--- src/rtl/core/fp16_q13_dot_product_lanes_unit_assert.svh ---
// Assertion macros for the fp16 Q2.13 dot product unit.
// Included by the top-level RTL file for its assertions; expects clk and rst_n in scope.
`ifndef FP16_Q13_DOT_PRODUCT_LANES_UNIT_ASSERT_SVH
`define FP16_Q13_DOT_PRODUCT_LANES_UNIT_ASSERT_SVH

`ifndef ASSERT_OFF
// Same-cycle implication, disabled while reset is low
`define FQDP_ASSERT_IMP(lbl, ante, cons) \
  lbl: assert property (@(posedge clk) disable iff (!rst_n) (ante) |-> (cons)) \
    else $error("fqdp assertion failed");
// Next-cycle implication, disabled while reset is low
`define FQDP_ASSERT_NXT(lbl, ante, cons) \
  lbl: assert property (@(posedge clk) disable iff (!rst_n) (ante) |=> (cons)) \
    else $error("fqdp assertion failed");
`else
`define FQDP_ASSERT_IMP(lbl, ante, cons)
`define FQDP_ASSERT_NXT(lbl, ante, cons)
`endif

`endif

--- src/rtl/core/fqdp_pkg.sv ---
// Shared types, constants and the fp16 to Q2.13 conversion for the dot product unit.
// No dependencies.
package fqdp_pkg;

  localparam logic signed [15:0] Q13_POS_MAX = 16'sh7FFF;
  localparam logic signed [15:0] Q13_NEG_MAX = 16'sh8000;
  localparam logic [4:0] HALF_EXP_SPECIAL = 5'd31;
  localparam logic [4:0] HALF_EXP_SAT     = 5'd17;

  // Pipeline advance controls shared by all lanes
  typedef struct packed {
    logic ld2;     // operand stage loads
    logic ld3;     // product stage loads
    logic acc_en;  // product stage drains into the accumulator
    logic clr;     // draining item is the last one: clear after it
    logic ld4;     // final sum stage loads
    logic ld5;     // magnitude stage loads
    logic ld6;     // first rounding stage loads
    logic ldo;     // output register loads
  } ctl_t;

  // fp16 bits to Q2.13: scale by 8192, round half away from zero, saturate
  function automatic logic signed [15:0] half_to_q13(input logic [15:0] h);
    logic        sgn;
    logic [4:0]  ex;
    logic [9:0]  mt;
    logic [10:0] sig;
    logic [3:0]  sh;
    logic [25:0] x;
    logic [15:0] mag;
    logic signed [15:0] res;
    sgn = h[15];
    ex  = h[14:10];
    mt  = h[9:0];
    sig = (ex == 5'd0) ? {1'b0, mt} : {1'b1, mt};
    sh  = (ex == 5'd0) ? 4'd0 : 4'(ex - 5'd1);
    x   = 26'(sig) << sh;
    mag = 16'((x + 26'd1024) >> 11);
    if (ex == HALF_EXP_SPECIAL && mt != 10'd0) begin
      res = 16'sd0;
    end else if (ex >= HALF_EXP_SAT) begin
      res = sgn ? Q13_NEG_MAX : Q13_POS_MAX;
    end else if (sgn) begin
      res = $signed(16'(-mag));
    end else begin
      res = $signed(mag);
    end
    return res;
  endfunction

endpackage

--- src/rtl/core/fqdp_lane.sv ---
// One multiply-accumulate lane: operand conversion, product, accumulator, fp16 output.
// Depends on fqdp_pkg for ctl_t and half_to_q13.
module fqdp_lane (
  input  logic                      clk,
  input  logic                      rst_n,
  input  fqdp_pkg::ctl_t            ctl,
  input  logic [15:0]               b_half,
  input  logic signed [15:0]        a_q,
  output logic [15:0]               y
);
  import fqdp_pkg::*;

  // Shift right with round to nearest, ties to even
  function automatic logic [31:0] rne_shift(input logic [31:0] v, input logic [4:0] sh);
    logic [31:0] q;
    logic [31:0] rem;
    logic [31:0] half;
    q    = v >> sh;
    rem  = v & ((32'd1 << sh) - 32'd1);
    half = (sh == 5'd0) ? 32'd0 : (32'd1 << (sh - 5'd1));
    if (sh != 5'd0 && (rem > half || (rem == half && q[0]))) begin
      q = q + 32'd1;
    end
    return q;
  endfunction

  // Index of the highest set bit, zero for zero
  function automatic logic [4:0] top_bit(input logic [31:0] v);
    logic [4:0] p;
    p = 5'd0;
    for (int i = 0; i < 32; i++) begin
      if (v[i]) p = 5'(i);
    end
    return p;
  endfunction

  logic signed [15:0] b_q_r;
  logic signed [31:0] prod_r, prod_nxt;
  logic [31:0]        sum_r, sum_nxt;
  logic [31:0]        fin_r;
  logic               sgn5_r, sgn6_r;
  logic [31:0]        mag5_r, mag5_nxt;
  logic [4:0]         p5_r, p5_nxt;
  logic [31:0]        m6_r, m6_nxt;
  logic [4:0]         p6_r, p6_nxt;
  logic [15:0]        y_r, y_nxt;

  // Multiply and accumulate
  assign prod_nxt = a_q * b_q_r;
  assign sum_nxt  = sum_r + prod_r;

  // Sign and magnitude of the final sum, leading bit position
  always_comb begin
    mag5_nxt = fin_r[31] ? (32'd0 - fin_r) : fin_r;
    p5_nxt   = top_bit(mag5_nxt);
  end

  // Round to 24 significant bits; a carry moves the leading bit up one
  always_comb begin
    logic [4:0]  sh1;
    logic [31:0] qr;
    sh1 = 5'(p5_r - 5'd23);
    qr  = rne_shift(mag5_r, sh1);
    if (p5_r > 5'd23) begin
      m6_nxt = qr << sh1;
      p6_nxt = p5_r + 5'(qr[24]);
    end else begin
      m6_nxt = mag5_r;
      p6_nxt = p5_r;
    end
  end

  // Round to fp16, normal or subnormal, and pack
  always_comb begin
    logic [31:0] r;
    logic [4:0]  e;
    r = rne_shift(m6_r, 5'(p6_r - 5'd10));
    e = 5'(p6_r - 5'd11);
    if (p6_r >= 5'd12) begin
      if (r[11]) begin
        y_nxt = {sgn6_r, 5'(e + 5'd1), 10'd0};
      end else begin
        y_nxt = {sgn6_r, e, r[9:0]};
      end
    end else begin
      y_nxt = {sgn6_r, 15'(rne_shift(m6_r, 5'd2))};
    end
  end

  // Accumulator: cleared at reset and after the last term
  always_ff @(posedge clk) begin
    if (!rst_n) begin
      sum_r <= '0;
    end else if (ctl.acc_en) begin
      sum_r <= ctl.clr ? 32'd0 : sum_nxt;
    end
  end

  // Advance payload stages
  always_ff @(posedge clk) begin
    if (ctl.ld2) b_q_r <= half_to_q13(b_half);
    if (ctl.ld3) prod_r <= prod_nxt;
    if (ctl.ld4) fin_r <= sum_nxt;
    if (ctl.ld5) begin
      sgn5_r <= fin_r[31];
      mag5_r <= mag5_nxt;
      p5_r   <= p5_nxt;
    end
    if (ctl.ld6) begin
      sgn6_r <= sgn5_r;
      m6_r   <= m6_nxt;
      p6_r   <= p6_nxt;
    end
    if (ctl.ldo) y_r <= y_nxt;
  end

  assign y = y_r;

endmodule

--- config.mk ---
export PLATFORM = sky130hd
export DESIGN_NAME = fqdp_lane
export DESIGN_NICKNAME = d
export VERILOG_FILES = /design/src/rtl/core/fp16_q13_dot_product_lanes_unit_assert.svh /design/src/rtl/core/fqdp_pkg.sv /design/src/rtl/core/fqdp_lane.sv
export SDC_FILE = /design/constraint.sdc
export NUM_CORES = 2
export LEC_CHECK = 0
export ABC_AREA = 1
export BUFFER_PORTS_ARGS = -buffer_cell sky130_fd_sc_hd__buf_2
export CAP_MARGIN = 5
export CORE_AREA = 2 2 302 304
export DETAILED_ROUTE_END_ITERATION = 12
export DIE_AREA = 0 0 304 306
export PLACE_DENSITY = 0.6
export SLEW_MARGIN = 40
export SYNTH_ARGS = -nofsm -noshare
export SYNTH_HDL_FRONTEND = slang
export SYNTH_SLANG_ARGS = --single-unit
--- constraint.sdc ---
create_clock -name clk -period 9.1 [get_ports clk]
set_input_delay 0 -clock clk [delete_from_list [all_inputs] [get_ports clk]]
set_output_delay 0 -clock clk [all_outputs]
set_load 0.02 [all_outputs]
==> run summary <==
Derived from the worst setup path, the maximum achievable clock frequency is 0.132 GHz. Buffers inserted to repair hold after CTS numbered 12. In the layout the commonest cells are 1118 x nand2_1, 688 x inv_1, 336 x nand3_1. The number of setup buffers added after CTS came out at 0.

The maximum root-to-sink buffer count came out at 3. The length of the first detailed-routing pass in iterations is 6. The Yosys step of the flow raised 0 warnings.

The total negative setup slack came out at 0 ns. The detailed placer's ending HPWL came out at 73100 µm. For this run, design rule violations remaining after detail routing come to 0.

The tree built by TritonCTS fans out to 204 sinks. The floorplan step set the die width to 304 µm. The cell area after technology mapping is 0.0312 mm². The type of element capturing the critical path is a register. The clock-pin transition on the worst setup and hold timing paths is 0.06 ns. The core region is 0.0896 mm².

The tool flagged a number of max-cap violations equal to 0. The most numerous cell type found on the critical path is nor2_1. The number of antenna violations at the first check in global routing came out at 0.

The slowest stage of the critical path is the edfxtp_1 cell. The count of antenna-violating nets left after detailed routing came out at 0. The fraction of layout cells with a size suffix above 1 is 6.50%. The via count is 28000.

The actual slew at the worst max-slew pin is 0.841 ns. Subtracting the final worst setup slack from the clock period gives 7.60 ns. For this run, the share of the core covered by cells in the final layout is 37.0%.

The die area is 0.0930 mm². The min-delay analysis places its worst path in the category input pin to register. Setup repair after global routing left no endpoint under its margin.

In the synthesized netlist the dominant register cell turns out to be edfxtp_1. The share of the yosys chip area belonging to registers came out at 18.6%. The number of cells produced by synthesis is 4397.

The number of failing hold endpoints at the final stage came out at 0. The number of max-slew violations in the final report came out at 0. From bottom edge to top edge, the die measures 306 µm.

The count of buffers inserted at the top-level ports is 57. The final period utilization came out at 83.5%. The distinct cell type count after synthesis is 78. The total length of routed wires is 89900 µm. TritonCTS built the clock tree. The post-detailed-route via-to-cell ratio came out at 5.07. On the final layout, the worst clock skew is 0.0406 ns. Relative to the synthesized area, the layout overhead comes to 6.08%. The run finished with clean final reports.

The post-synth net total came out at 4908. The number of gates resized after CTS is 0. At the placement stage, the worst setup path has a slack of 1.64 ns. The number of I/O pins came out at 58.

In this run the mean area of a mapped cell was 7.11 µm². STA classifies the critical path startpoint as a register. The final worst setup slack came out at 1.50 ns. The clock reaches the later pin of the worst-skew pair after 0.58 ns. For the worst setup path, the data required time is 9.48 ns. The worst setup path is of the register to register kind. At the end of the flow, the number of nets in the layout was 4847. In this run the clock root is driven by a clkbuf_16. The first routing iteration left 2122 violations.

The via count of the first global-routing pass is 27500. In the synthesized netlist the async set-or-reset flop fraction comes to 0%. The synthesized flop and latch total is 204. The number of enable-type register cells in the synthesized netlist came out at 172.

In this run the tightest slew margin relative to its limit is 43.7%. Routability-driven placement finished with a final weighted congestion of 0.962. Across every metal layer, demand over resource in global routing totals 19.3%. For this run, the slowest stage of the critical path takes 0.44 ns.

After global routing the overflow that remains totals 0. Entering global routing, the biggest net connects 101 pins. The worst-path maximum fanout came out at 36. The first global-routing pass estimated 146000 µm of wire. Setup violations remaining at the end of the flow were counted as 0.

The initial standard-cell utilization of the core came out at 34.9%. Data on the critical path arrives at its endpoint at 7.98 ns. The library cell used most frequently in the layout, excluding fill and tap cells, is nand2_1. The average wire per cell in the routed design is 16.3 µm.

The number of buffers created by CTS is 26. The number of standard-cell rows in the floorplan came out at 110. The number of levels the H-tree was split into came out at 1.
cells in the mapped netlist, types with 10 or more instances:
cell,count,area [µm²]
mux2i_1,27,270
nor2_2,25,156
buf_1,12,45.0
nor2_4,11,124
or2_2,22,138
or2_1,10,62.6
a31oi_1,16,100
a21oi_1,194,971
xor2_1,97,850
nand3_1,336,1680
clkbuf_1,94,353
buf_2,31,155
nand3_2,10,100
nand4_1,39,244
nand2_2,12,75.1
inv_2,34,128
nand2_1,1119,4200
o21ai_1,73,365
xnor2_1,48,420
inv_1,690,2590
nor2_1,308,1160
nor4_1,16,100
edfxtp_1,172,5160
fa_1,263,5270
buf_4,13,97.6
o211ai_1,24,180
nor3_1,82,410
o22ai_1,15,93.8
o21ai_2,14,123
ha_1,206,2580
dfxtp_1,32,641
nand3b_1,10,75.1
buf_6,21,236
o21ai_0,206,1030
registers in the layout, indices dropped and copies added (netlist names):
register,count
p6_r,5
m6_r,32
mag5_r,32
b_q_r,16
y,16
sgn6_r,1
p5_r,5
prod_r,32
sum_r,32
sgn5_r,1
fin_r,32
worst max-delay path: cells and delay by family, from the launching register on:
kind | cells | cell delay, ns
AO/OA/AOI/OAI | 2 | 0.31
XOR/XNOR | 1 | 0.13
adder cells (fa/ha/maj) | 3 | 1.03
buffers and inverters | 8 | 1.42
flip-flops | 1 | 0.44
AND/OR/NAND/NOR | 28 | 4.09
cell families (layout without fill, tap and decap cells):
group	count (synthesis)	after routing	synth area share [%]
buffers and inverters	912	869	11.9
other	0	1	0
and+or+nand+nor	2030	2030	28.4
muxes	27	27	0.865
adders and majority gates	469	469	25.1
DFF	204	204	18.6
xor gates and xnor gates	148	148	4.26
AOI/OAI and AO/OA	607	607	10.9
area by class of cell:
type | instances | area [µm²]
Fill cell | 9532 | 56400
Multi-Input combinational cell | 3281 | 21800
Sequential cell | 204 | 5810
Inverter | 738 | 2780
Tap cell | 1176 | 1470
Clock buffer | 34 | 691
Timing Repair Buffer | 85 | 541
Clock inverter | 12 | 97.6
Antenna cell | 1 | 2.50
final timing paths:
kind / from / to / slack (ns) / cells past startpoint
max: p6_r[2] / y[2] / 1.50 / 42
max reg2reg: p6_r[2] / y[2] / 1.50 / 42
min reg2reg: sgn6_r / y[15] / 0.42 / 0
min: b_half[14] / b_q_r[2] / 0.10 / 4
metal layers:
layer  vias to the layer above  global-route usage, %  share of wire, %
li1                      14000                      -                 -
met1                     13200                   25.5                45
met2                       770                   33.1                47
met3                       154                   1.76               4.6
met4                         0                   6.81               3.4
met5                         -                      0                 0
metrics by stage:
| step | area, µm² | hold WS (ns) | cells |
|---|---|---|---|
| floorplan | 31300 | 0.112 | 4397 |
| global placement | 32200 | 0.404 | 5471 |
| detailed placement | 32200 | 0.414 | 5471 |
| CTS | 33100 | 0.0680 | 5529 |
| global route | 33100 | 0.0945 | 5530 |
| finish | 33200 | 0.101 | 5531 |
Power is not shown: default switching activity piles up to over one toggle a cycle in this logic, so the estimate is an artifact.
